--- src/hw/rtl/kic_pkg.sv ---
// shared types and constants for the keypad integer calculator
`timescale 1ns / 1ps
`default_nettype none

package kic_pkg;

    // widths of the key and result fields
    localparam int CMD_W       = 3;
    localparam int DIGIT_W     = 4;
    localparam int VALUE_W     = 35;
    localparam int OPER_W      = 3;
    localparam int WORD_W      = 32;

    // longest decimal entry
    localparam int MAX_DIGITS  = 10;
    localparam int DIGITS_W    = $clog2(MAX_DIGITS + 1);

    // divider iterations, one quotient bit each
    localparam int DIV_STEPS   = WORD_W;
    localparam int DIV_CNT_W   = $clog2(DIV_STEPS);

    localparam logic [DIGIT_W-1:0] DIGIT_MAX = DIGIT_W'(9);

    typedef enum logic [CMD_W-1:0] {
        CMD_DIGIT = 3'd0,
        CMD_CLEAR = 3'd1,
        CMD_EVAL  = 3'd2,
        CMD_ADD   = 3'd3,
        CMD_SUB   = 3'd4,
        CMD_MUL   = 3'd5,
        CMD_DIV   = 3'd6,
        CMD_MOD   = 3'd7
    } key_cmd_t;

    typedef enum logic [OPER_W-1:0] {
        OP_NONE = 3'd0,
        OP_ADD  = 3'd1,
        OP_SUB  = 3'd2,
        OP_MUL  = 3'd3,
        OP_DIV  = 3'd4,
        OP_MOD  = 3'd5
    } oper_t;

    // operator keys map onto operator codes by this offset
    localparam logic [CMD_W-1:0] OPER_KEY_OFFSET = CMD_W'(2);

    // controller to datapath
    typedef struct packed {
        logic load;
        logic div_step;
        logic apply;
    } kic_ctrl_t;

    // datapath to controller
    typedef struct packed {
        logic needs_div;
    } kic_stat_t;

endpackage

`default_nettype wire

--- src/hw/rtl/kic_datapath.sv ---
// calculator state, serial divider and key evaluation
`timescale 1ns / 1ps
`default_nettype none

module kic_datapath (
    input  wire logic                              clk,
    input  wire logic                              rst_n,
    input  wire kic_pkg::kic_ctrl_t                ctrl,
    output kic_pkg::kic_stat_t                     stat,
    input  wire logic [kic_pkg::CMD_W-1:0]         command,
    input  wire logic [kic_pkg::DIGIT_W-1:0]       digit,
    output logic signed [kic_pkg::VALUE_W-1:0]     shown_value,
    output logic                                   shown_error,
    output logic [kic_pkg::OPER_W-1:0]             waiting_operator
);

    // calculator state
    logic [kic_pkg::VALUE_W-1:0]  entry_value_reg, entry_value_next;
    logic [kic_pkg::DIGITS_W-1:0] entry_digits_reg, entry_digits_next;
    logic [kic_pkg::WORD_W-1:0]   running_total_reg, running_total_next;
    kic_pkg::oper_t               held_operator_reg, held_operator_next;
    logic                         start_new_entry_reg, start_new_entry_next;
    logic                         error_latched_reg, error_latched_next;

    // latched key
    kic_pkg::key_cmd_t            key_cmd_reg;
    logic [kic_pkg::DIGIT_W-1:0]  key_digit_reg;

    // divider on magnitudes
    logic [kic_pkg::WORD_W-1:0]   rem_reg, quo_reg, divisor_reg;
    logic                         q_neg_reg, r_neg_reg;
    logic [kic_pkg::WORD_W:0]     div_shift, div_diff;
    logic                         div_borrow;

    // result register
    logic signed [kic_pkg::VALUE_W-1:0] shown_value_reg;
    logic                               shown_error_reg;
    logic [kic_pkg::OPER_W-1:0]         waiting_operator_reg;

    logic [kic_pkg::WORD_W-1:0]   operand, total_mag, operand_mag;
    logic [kic_pkg::WORD_W-1:0]   product, quo_signed, rem_signed, comb_res;
    logic                         div_zero, evaluating, in_is_oper;
    kic_pkg::key_cmd_t            cmd_in;

    assign operand     = entry_value_reg[kic_pkg::WORD_W-1:0];
    assign total_mag   = running_total_reg[kic_pkg::WORD_W-1]
                         ? (~running_total_reg + kic_pkg::WORD_W'(1)) : running_total_reg;
    assign operand_mag = operand[kic_pkg::WORD_W-1]
                         ? (~operand + kic_pkg::WORD_W'(1)) : operand;

    // decide at transfer time whether the key runs the divider
    always_comb
    begin
        cmd_in     = kic_pkg::key_cmd_t'(command);
        in_is_oper = cmd_in inside {kic_pkg::CMD_ADD, kic_pkg::CMD_SUB, kic_pkg::CMD_MUL,
                                    kic_pkg::CMD_DIV, kic_pkg::CMD_MOD};
        stat.needs_div = !error_latched_reg
                         && (held_operator_reg inside {kic_pkg::OP_DIV, kic_pkg::OP_MOD})
                         && (cmd_in == kic_pkg::CMD_EVAL || (in_is_oper && !start_new_entry_reg))
                         && (operand != '0);
    end

    assign div_shift  = {rem_reg, quo_reg[kic_pkg::WORD_W-1]};
    assign div_borrow = div_shift < {1'b0, divisor_reg};
    assign div_diff   = div_shift - {1'b0, divisor_reg};

    always_ff @(posedge clk)
    begin
        if (ctrl.load)
        begin
            key_cmd_reg   <= cmd_in;
            key_digit_reg <= digit;
            rem_reg       <= '0;
            quo_reg       <= total_mag;
            divisor_reg   <= operand_mag;
            q_neg_reg     <= running_total_reg[kic_pkg::WORD_W-1] ^ operand[kic_pkg::WORD_W-1];
            r_neg_reg     <= running_total_reg[kic_pkg::WORD_W-1];
        end
        else if (ctrl.div_step)
        begin
            rem_reg <= div_borrow ? div_shift[kic_pkg::WORD_W-1:0]
                                  : div_diff[kic_pkg::WORD_W-1:0];
            quo_reg <= {quo_reg[kic_pkg::WORD_W-2:0], !div_borrow};
        end
    end

    assign product    = running_total_reg * operand;
    assign quo_signed = q_neg_reg ? (~quo_reg + kic_pkg::WORD_W'(1)) : quo_reg;
    assign rem_signed = r_neg_reg ? (~rem_reg + kic_pkg::WORD_W'(1)) : rem_reg;

    always_comb
    begin
        case (held_operator_reg)
            kic_pkg::OP_ADD: comb_res = running_total_reg + operand;
            kic_pkg::OP_SUB: comb_res = running_total_reg - operand;
            kic_pkg::OP_MUL: comb_res = product;
            kic_pkg::OP_DIV: comb_res = quo_signed;
            kic_pkg::OP_MOD: comb_res = rem_signed;
            default:         comb_res = operand;
        endcase
        div_zero = (held_operator_reg inside {kic_pkg::OP_DIV, kic_pkg::OP_MOD})
                   && (operand == '0);
    end

    // next state for the latched key
    always_comb
    begin
        entry_value_next     = entry_value_reg;
        entry_digits_next    = entry_digits_reg;
        running_total_next   = running_total_reg;
        held_operator_next   = held_operator_reg;
        start_new_entry_next = start_new_entry_reg;
        error_latched_next   = error_latched_reg;
        evaluating           = 1'b0;

        if (key_cmd_reg == kic_pkg::CMD_CLEAR)
        begin
            entry_value_next     = '0;
            entry_digits_next    = kic_pkg::DIGITS_W'(1);
            running_total_next   = '0;
            held_operator_next   = kic_pkg::OP_NONE;
            start_new_entry_next = 1'b1;
            error_latched_next   = 1'b0;
        end
        else if (!error_latched_reg)
        begin
            case (key_cmd_reg)
                kic_pkg::CMD_DIGIT:
                begin
                    if (key_digit_reg <= kic_pkg::DIGIT_MAX)
                    begin
                        if (start_new_entry_reg)
                        begin
                            entry_value_next     = kic_pkg::VALUE_W'(key_digit_reg);
                            entry_digits_next    = kic_pkg::DIGITS_W'(1);
                            start_new_entry_next = 1'b0;
                        end
                        else if (entry_digits_reg < kic_pkg::DIGITS_W'(kic_pkg::MAX_DIGITS))
                        begin
                            // a lone zero is replaced, not extended
                            if (entry_digits_reg == kic_pkg::DIGITS_W'(1)
                                && entry_value_reg == '0)
                            begin
                                entry_value_next = kic_pkg::VALUE_W'(key_digit_reg);
                            end
                            else
                            begin
                                entry_value_next =
                                    {entry_value_reg[kic_pkg::VALUE_W-4:0], 3'b000}
                                    + {entry_value_reg[kic_pkg::VALUE_W-2:0], 1'b0}
                                    + kic_pkg::VALUE_W'(key_digit_reg);
                                entry_digits_next = entry_digits_reg + kic_pkg::DIGITS_W'(1);
                            end
                        end
                    end
                end
                kic_pkg::CMD_CLEAR:
                begin
                end
                kic_pkg::CMD_EVAL:
                begin
                    if (held_operator_reg != kic_pkg::OP_NONE)
                    begin
                        evaluating           = 1'b1;
                        held_operator_next   = kic_pkg::OP_NONE;
                        start_new_entry_next = 1'b1;
                    end
                end
                default:
                begin
                    held_operator_next   = kic_pkg::oper_t'(key_cmd_reg - kic_pkg::OPER_KEY_OFFSET);
                    start_new_entry_next = 1'b1;
                    if (held_operator_reg != kic_pkg::OP_NONE && !start_new_entry_reg)
                        evaluating = 1'b1;
                    else
                        running_total_next = operand;
                end
            endcase

            if (evaluating)
            begin
                if (div_zero)
                begin
                    // error leaves the start flag as it was
                    error_latched_next   = 1'b1;
                    entry_value_next     = '0;
                    held_operator_next   = kic_pkg::OP_NONE;
                    start_new_entry_next = start_new_entry_reg;
                end
                else
                begin
                    running_total_next = comb_res;
                    entry_value_next   = {{(kic_pkg::VALUE_W-kic_pkg::WORD_W)
                                           {comb_res[kic_pkg::WORD_W-1]}}, comb_res};
                end
            end
        end
    end

    always_ff @(posedge clk or negedge rst_n)
    begin
        if (!rst_n)
        begin
            entry_value_reg     <= '0;
            entry_digits_reg    <= kic_pkg::DIGITS_W'(1);
            running_total_reg   <= '0;
            held_operator_reg   <= kic_pkg::OP_NONE;
            start_new_entry_reg <= 1'b1;
            error_latched_reg   <= 1'b0;
        end
        else if (ctrl.apply)
        begin
            entry_value_reg     <= entry_value_next;
            entry_digits_reg    <= entry_digits_next;
            running_total_reg   <= running_total_next;
            held_operator_reg   <= held_operator_next;
            start_new_entry_reg <= start_new_entry_next;
            error_latched_reg   <= error_latched_next;
        end
    end

    always_ff @(posedge clk)
    begin
        if (ctrl.apply)
        begin
            shown_value_reg      <= error_latched_next ? '0 : signed'(entry_value_next);
            shown_error_reg      <= error_latched_next;
            waiting_operator_reg <= held_operator_next;
        end
    end

    assign shown_value      = shown_value_reg;
    assign shown_error      = shown_error_reg;
    assign waiting_operator = waiting_operator_reg;

endmodule

`default_nettype wire

--- src/hw/rtl/kic_controller.sv ---
// sequencing of key transfer, divide iterations and result update
`timescale 1ns / 1ps
`default_nettype none

module kic_controller (
    input  wire logic                clk,
    input  wire logic                rst_n,
    input  wire logic                key_valid,
    output logic                     key_stall,
    output logic                     result_valid,
    input  wire logic                result_stall,
    output kic_pkg::kic_ctrl_t       ctrl,
    input  wire kic_pkg::kic_stat_t  stat
);

    typedef enum logic [1:0] {
        ST_IDLE,
        ST_DIV,
        ST_APPLY
    } state_t;

    state_t                        state_reg, state_next;
    logic [kic_pkg::DIV_CNT_W-1:0] step_cnt_reg, step_cnt_next;
    logic                          result_valid_reg, result_valid_next;
    logic                          ready, accept;

    // a new key only once the result slot is free or draining
    assign ready  = (state_reg == ST_IDLE) && (!result_valid_reg || !result_stall);
    assign accept = ready && key_valid;

    always_comb
    begin
        state_next        = state_reg;
        step_cnt_next     = step_cnt_reg;
        result_valid_next = result_valid_reg && result_stall;
        ctrl.load         = 1'b0;
        ctrl.div_step     = 1'b0;
        ctrl.apply        = 1'b0;

        case (state_reg)
            ST_IDLE:
            begin
                if (accept)
                begin
                    ctrl.load     = 1'b1;
                    step_cnt_next = '0;
                    state_next    = stat.needs_div ? ST_DIV : ST_APPLY;
                end
            end
            ST_DIV:
            begin
                ctrl.div_step = 1'b1;
                step_cnt_next = step_cnt_reg + kic_pkg::DIV_CNT_W'(1);
                if (step_cnt_reg == kic_pkg::DIV_CNT_W'(kic_pkg::DIV_STEPS - 1))
                    state_next = ST_APPLY;
            end
            ST_APPLY:
            begin
                ctrl.apply        = 1'b1;
                result_valid_next = 1'b1;
                state_next        = ST_IDLE;
            end
            default:
            begin
                state_next = ST_IDLE;
            end
        endcase
    end

    always_ff @(posedge clk or negedge rst_n)
    begin
        if (!rst_n)
        begin
            state_reg        <= ST_IDLE;
            step_cnt_reg     <= '0;
            result_valid_reg <= 1'b0;
        end
        else
        begin
            state_reg        <= state_next;
            step_cnt_reg     <= step_cnt_next;
            result_valid_reg <= result_valid_next;
        end
    end

    assign key_stall    = !ready;
    assign result_valid = result_valid_reg;

endmodule

`default_nettype wire

--- src/hw/rtl/keypad_integer_calculator_unit.sv ---
// top level of the keypad integer calculator
`timescale 1ns / 1ps
`default_nettype none

// Five-function integer calculator driven one key per transfer: digits build
// a decimal entry of up to ten digits, operators and evaluate combine it with a
// signed 32-bit running total (add, subtract, multiply, divide, modulo), and
// clear or reset is the only way out of the divide-by-zero error. Every key
// yields one result transfer carrying the displayed value, the error flag and
// the pending operator. A key is loaded and then applied, and its result is
// registered for transfer; a divide or modulo evaluation runs a bit-serial
// restoring divider between load and apply. A new key is taken once the
// previous result has left or leaves in the same cycle.
module keypad_integer_calculator_unit (
    input  wire logic                              clk,
    input  wire logic                              rst_n,
    input  wire logic                              key_valid,
    output logic                                   key_stall,
    input  wire logic [kic_pkg::CMD_W-1:0]         command,
    input  wire logic [kic_pkg::DIGIT_W-1:0]       digit,
    output logic                                   result_valid,
    input  wire logic                              result_stall,
    output logic signed [kic_pkg::VALUE_W-1:0]     shown_value,
    output logic                                   shown_error,
    output logic [kic_pkg::OPER_W-1:0]             waiting_operator
);

    kic_pkg::kic_ctrl_t ctrl;
    kic_pkg::kic_stat_t stat;

    kic_controller u_controller (
        .clk          (clk),
        .rst_n        (rst_n),
        .key_valid    (key_valid),
        .key_stall    (key_stall),
        .result_valid (result_valid),
        .result_stall (result_stall),
        .ctrl         (ctrl),
        .stat         (stat)
    );

    kic_datapath u_datapath (
        .clk              (clk),
        .rst_n            (rst_n),
        .ctrl             (ctrl),
        .stat             (stat),
        .command          (command),
        .digit            (digit),
        .shown_value      (shown_value),
        .shown_error      (shown_error),
        .waiting_operator (waiting_operator)
    );

endmodule

`default_nettype wire
--- config.mk ---
export PLATFORM = sky130hd
export DESIGN_NAME = keypad_integer_calculator_unit
export DESIGN_NICKNAME = d
export VERILOG_FILES = /design/src/hw/rtl/kic_pkg.sv /design/src/hw/rtl/kic_datapath.sv /design/src/hw/rtl/kic_controller.sv /design/src/hw/rtl/keypad_integer_calculator_unit.sv
export SDC_FILE = /design/constraint.sdc
export NUM_CORES = 2
export LEC_CHECK = 0
export BUFFER_PORTS_ARGS = -buffer_cell sky130_fd_sc_hd__buf_2
export CAP_MARGIN = 40
export CORE_ASPECT_RATIO = 0.9
export CORE_MARGIN = 2
export CORE_UTILIZATION = 29
export CTS_CLUSTER_DIAMETER = 120
export DETAILED_ROUTE_END_ITERATION = 12
export GPL_TIMING_DRIVEN = 0
export PLACE_DENSITY = 0.53
export SETUP_SLACK_MARGIN = 0.15
export SLEW_MARGIN = 15
export SYNTH_ARGS = -nofsm -noshare
export SYNTH_HDL_FRONTEND = slang
export SYNTH_HIERARCHICAL = 1
export SYNTH_SLANG_ARGS = --single-unit
--- constraint.sdc ---
create_clock -name clk -period 20.6 [get_ports clk]
set_clock_uncertainty 0.1 [all_clocks]
set_input_delay 2.06 -clock clk [delete_from_list [all_inputs] [get_ports clk]]
set_output_delay 2.06 -clock clk [all_outputs]
set_load 0.05 [all_outputs]
== Word-level counts from Yosys, hierarchy flattened ==
Index checks and enable logic that the tools add are counted.

* Add/sub/neg operators: 12
* Multipliers: 1
* $lt $le $gt $ge: 3
* Equal/unequal tests: 22
* Multiplexer cells: 63
* Bitwise gates (word level): 5
* Reduce and logical (&&, ||, !) cells: 37

{| class="wikitable"
|+ Operator list
! operator !! number
|-
| 2-to-1 mux 32 bit || 12
|-
| 2-to-1 mux 35 bit || 9
|-
| case mux 32 bit (5 select lines) || 1
|-
| adder 32 x 1 -> 32 bit (second input constant) || 4
|-
| inverter 32 bit || 4
|-
| subtractor 32 bit || 2
|-
| adder 35 bit || 1
|-
| adder 35 x 4 -> 35 bit || 1
|-
| zero test 35 bit || 1
|-
| less-than comparator 33 x 32 -> 1 bit || 1
|-
| adder 32 bit || 1
|-
| zero test 32 bit || 1
|-
| multiplier 32 x 32 -> 32 bit || 1
|-
| nonzero test 32 bit || 1
|-
| 2-to-1 mux 31 bit || 1
|-
| 2-to-1 mux 4 bit || 7
|-
| 2-to-1 mux 1 bit || 19
|-
| equality test 3 bit (second input constant) || 6
|-
| equality test 3 x 2 -> 1 bit (second input constant) || 5
|-
| 2-to-1 mux 3 bit || 5
|-
| logical AND 1 bit || 10
|-
| case mux 5 bit (2 select lines) || 1
|-
| nonzero test 2 bit || 5
|-
| equality test 3 x 1 -> 1 bit (second input constant) || 2
|-
| other kinds (29) || 42
|}

* Register bits after elaboration: 228
* Bits of input ports: 11
* Output and inout bits: 41
* Logic and storage cells: 163

== Depth between registers and ports, before layout ==
* Depth in word-level cells: 10
* Mapped depth: 28
* Mapped depth without buffers: 26

== By module ==
The synthesis kept the hierarchy.

{| class="wikitable"
|+ Modules (own cells, without submodules)
! module !! instances !! cells an instance !! area an instance (um^2) !! sequential area each (um^2)
|-
| kic_datapath || 1 || 4138 || 35317.6 || 5908.2
|-
| kic_controller || 1 || 36 || 417.9 || 200.2
|}

== Worst setup path after synthesis ==
Ideal clock, no wire load.

* Kind: reg2reg
* Start point: reg u_datapath/entry_value_reg[9] (netlist name)
* End point: reg u_datapath.shown_value_reg (netlist bit u_datapath/shown_value[31]), data pin
* Setup time: 0.256 ns
* Arrival time: 7.071 ns
* Required time: 20.244 ns
* Path slack: 13.172 ns
* Cell stages (with the launch flop): 24
* Buffers on the path: 2
* Period minus slack after synthesis: 7.428 ns
* Cell sequence: dfrtp_1 > buf_1 > clkbuf_1 > nand2_1 > fa_1 > fa_1 > fa_1 > fa_1 > fa_1 > inv_1 > fa_1 > fa_1 > fa_1 > ha_1 > a21o_1 > a21o_1 > a21oi_1 > o21a_1 > nand2_1 > and2_1 > a211o_1 > a32oi_2 > nand2b_1 > nor2b_1

* Longest elaborated chain between the ends: 10
* Elaborated cells on any way between the ends: 23
* Those cells by class: 4 x add/sub; 1 x mul; 14 x mux; 4 x reduce/logical

{| class="wikitable"
|+ Ends and longest elaborated chain
! item !! line !! source
|-
| start, declared || kic_datapath.sv:18 || <nowiki>logic [kic_pkg::VALUE_W-1:0] entry_value_reg, entry_value_next;</nowiki>
|-
| start signal, assigned || kic_datapath.sv:213 || <nowiki>entry_value_reg <= entry_value_next;</nowiki>
|-
| adder 35 bit / zero test 35 bit (equally long branches) || kic_datapath.sv:150, kic_datapath.sv:142 ||
|-
| adder 35 x 4 -> 35 bit / logical AND 1 bit (equally long branches) || kic_datapath.sv:151, kic_datapath.sv:142 ||
|-
| 2-to-1 mux 35 bit || kic_datapath.sv:141 || <nowiki>if (entry_digits_reg == kic_pkg::DIGITS_W'(1)</nowiki>
|-
| 2-to-1 mux 35 bit || kic_datapath.sv:138 || <nowiki>else if (entry_digits_reg < kic_pkg::DIGITS_W'(kic_pkg::MAX_DIGITS))</nowiki>
|-
| 2-to-1 mux 35 bit || kic_datapath.sv:132 || <nowiki>if (start_new_entry_reg)</nowiki>
|-
| 2-to-1 mux 35 bit || kic_datapath.sv:130 || <nowiki>if (key_digit_reg <= kic_pkg::DIGIT_MAX)</nowiki>
|-
| 2-to-1 mux 35 bit || kic_datapath.sv:127 || <nowiki>case (key_cmd_reg)</nowiki>
|-
| 2-to-1 mux 35 bit || kic_datapath.sv:180 || <nowiki>if (evaluating)</nowiki>
|-
| 2-to-1 mux 35 bit || kic_datapath.sv:125 || <nowiki>else if (!error_latched_reg)</nowiki>
|-
| 2-to-1 mux 35 bit || kic_datapath.sv:116 || <nowiki>if (key_cmd_reg == kic_pkg::CMD_CLEAR)</nowiki>
|-
| end signal, assigned || kic_datapath.sv:226 || <nowiki>shown_value_reg <= error_latched_next ? '0 : signed'(entry_value_next);</nowiki>
|-
| end, declared || kic_datapath.sv:36 || <nowiki>logic signed [kic_pkg::VALUE_W-1:0] shown_value_reg;</nowiki>
|}

Parallel ways exist; a longest one is shown, timed or not.
A chain may end at the register's enable or synchronous reset.

== Worst setup path in the final report ==
* Start point: reg u_datapath/entry_value_reg[2] (netlist name)
* End point: reg u_datapath.shown_value_reg (netlist bit u_datapath/shown_value[25]), data pin

Same word-level chain as after synthesis.

==> summary.md <==
| Metric | Value |
|---|---|
| Status | completed |
| Crit start category | register |
| Detailed Routing Iterations Pass 1 | 8 |
| First-pass GRT wire length | 227,000 microns |
| Worst-path clk slew | 0.07 ns |
| CP Capture Type | register |
| WL final | 156,000 microns |
| Worst Path Arrival | 10.08 ns |
| Worst-path maximum fanout | 10 |
| Netlist cell types | 88 |
| WS Path Type | register to register |
| Antenna violations before repair | 12 |
| Clock sink count | 228 |
| Worst Reg-to-Reg Cells | 25 |
| Cts hold-fix bufs | 0 |
| DP HPWL | 129,000 microns |
| Cells after Synth | 4,174 |
| Max Cap Violations | 0 |
| Layout cells sized above 1 | 0.0561 |
| FF+latch area | 6110 sq um |
| Post-layout nets | 5,015 |
| Core area | 123,000 sq um |
| Sum Neg Setup Slack | 0 ns |
| Synth cell count leaders | inv_1, nand2_1, fa_1, and2_1, ha_1 |
| Crit share post-route | 0.478 |
| Warnings, synthesis | 6 |
| Most common flop cell mapped by yosys | edfxtp_1 |
| Reg2reg end | u_datapath/shown_value[25] |
| Largest net degree at the start of global routing | 75 |
| Die Y | 337 microns |
| Min cycle time layout | 9.84 ns |
| Initial DRC count | 4,038 |
| GP Congestion | 1.03 |
| GRT Overall Usage | 0.246 |
| Transition time of the tightest slew-check pin | 1.11 ns |
| Synthesized area | 35,700 sq um |
| Area delta synth->final | 11.7% |
| CTS tree | yes |
| Vias | 32,600 |
| Setup repair bufs after CTS | 0 |
| Top-count cell post-synth | inv_1 |
| Die W | 374 microns |
| Routed WL per cell | 26.2 microns |
| Cell taking the most area after synthesis | fa_1 |
| Area contributors post-synth | fa_1, edfxtp_1, ha_1 |
| HP Start | u_controller/step_cnt_reg[4] |
| Peak Freq | 0.102 GHz |
| Cells on Worst Hold Path | 1 |
| Std cell rows | 122 |
| Syn Area/Cell | 8.56 sq um |
| CTS Buffer Depth | 3 |
| Ys async rst share | 0.368 |
| Initial Util | 0.292 |
| WHS Endpoint | u_controller/step_cnt_reg[4] |
| CTS root buf | clkbuf_16 |
| I/O pin count | 52 |
| Seq/Total Area, Yosys | 0.171 |
| Post-CTS Resized | 0 |
| Synth top area share | 0.231 |
| Synthesized net count | 4,856 |
| Fill cell count | 13,100 |
| Tightest Hold Check Type | register to register |
| Origin of the critical flop-to-flop path | u_datapath/entry_value_reg[2] |
| Multi-input gate area | 26,800 sq um |
| Setup repair after global routing missed its margin | no |
| Vias in the first global route | 32,100 |
| Number of synthesized register bits | 228 |
| CTS Buf Count | 26 |
| H-tree Lvls | 1 |
| Vias per cell | 5.46 |
| Worst endpoint required time | 20.84 ns |
| Hold Violations, Final | 0 |
| Internal reg-to-reg setup slack | 10.76 ns |
| Final ANT Viol Nets | 0 |
| Final Max Tran Viols | 0 |
| Residual DRC count | 0 |
| Number of flops mapped to enable cells by yosys | 112 |
| Endpoints failing setup | 0 |
| Max-slew headroom | 0.258 |
| Skew-Pair Late Insertion Delay | 0.61 ns |
| GRT overflow | 0 |
| Full die area | 126,000 sq um |
| I/O Buffers | 51 |
[metrics by stage]
| stage | area, sq um | std cells | setup slack [ns] | util | hold slack [ns] |
|---|---|---|---|---|---|
| floorplan | 35700 | 4174 | 13.17 | - | 0.323 |
| global placement | 38000 | 5837 | 10.71 | 0.310 | 0.396 |
| detailed placement | 38800 | 5905 | 11.07 | 0.317 | 0.395 |
| CTS | 39800 | 5953 | 11.03 | 0.325 | 0.420 |
| global route | 39900 | 5965 | 10.75 | 0.326 | 0.439 |
| finish | 39900 | 5969 | 10.76 | 0.326 | 0.423 |
[kinds of logic (layout without fill, tap and decap cells)]
logic type,Yosys count,count (layout),synth area share
compound gates,875,875,0.164
xor+xnor,274,274,0.0675
fa+ha+maj,671,671,0.321
buf+inv,767,946,0.0812
flops,228,228,0.171
mux,58,58,0.0168
other cells,0,4,0
simple gates,1301,1301,0.178
[layer usage]
metal	part of all wire	global-route usage	vias to the layer above
met3	0.12	0.0674	299
met5	0.00024	0	-
met1	0.43	0.346	16200
li1	-	-	14300
met4	0.047	0.0957	6
met2	0.40	0.354	1772
[critical path, stage by stage (launching register included)]
cell      delay [ns]
dfrtp_1         0.63
clkbuf_1        0.69
clkbuf_1        0.67
and2_1          0.25
fa_1            0.39
inv_1           0.08
fa_1            0.42
fa_1            0.54
fa_1            0.56
inv_1           0.05
fa_1            0.48
fa_1            0.50
fa_1            0.56
fa_1            0.45
ha_1            0.28
clkbuf_1        0.21
a21o_1          0.22
a21o_1          0.17
a21oi_1         0.24
nor3_1          0.20
o21a_1          0.26
o22ai_1         0.13
a21oi_1         0.12
a221oi_1        0.90
a22oi_1         0.20
and2_1          0.27
[cell type report]
type / instances / area share
repair buffers: 131 / 0.0292
clock inverters: 17 / 0.00608
multi-input cells: 3179 / 0.670
diodes: 4 / 0.000251
inverters: 513 / 0.0482
clock buffers: 31 / 0.0178
flip-flops and latches: 228 / 0.153
well taps: 1612 / 0.0505
plain buffers: 254 / 0.0245
[worst max path at each step]
| stage | start | end | slack, ns | depth (start not counted) |
|---|---|---|---|---|
| after global routing | u_datapath/entry_value_reg[17] | u_datapath/shown_value[27] | 10.75 | 24 |
| final | u_datapath/entry_value_reg[2] | u_datapath/shown_value[25] | 10.76 | 25 |
| after global placement | u_datapath/running_total_reg[4] | u_datapath/shown_value[28] | 10.71 | 25 |
| after detailed placement | u_datapath/running_total_reg[16] | u_datapath/shown_value[27] | 11.07 | 23 |
| after CTS | u_datapath/running_total_reg[16] | u_datapath/shown_value[27] | 11.03 | 23 |
| after floorplan | u_datapath/entry_value_reg[9] | u_datapath/shown_value[31] | 13.17 | 23 |
[placed cells by master (no fill, tap or decap), drive strengths merged, types with 82 or more instances in the layout]
| cell type | count |
|---|---|
| xnor2 | 147 |
| clkbuf | 261 |
| buf | 153 |
| nor2 | 198 |
| fa | 412 |
| edfxtp | 112 |
| nand2 | 495 |
| dfrtp | 82 |
| a21oi | 186 |
| ha | 259 |
| xor2 | 126 |
| o21ai | 206 |
| inv | 514 |
| and2 | 298 |
Power is not shown: default switching activity piles up to over one toggle a cycle in this logic, so the estimate is an artifact.
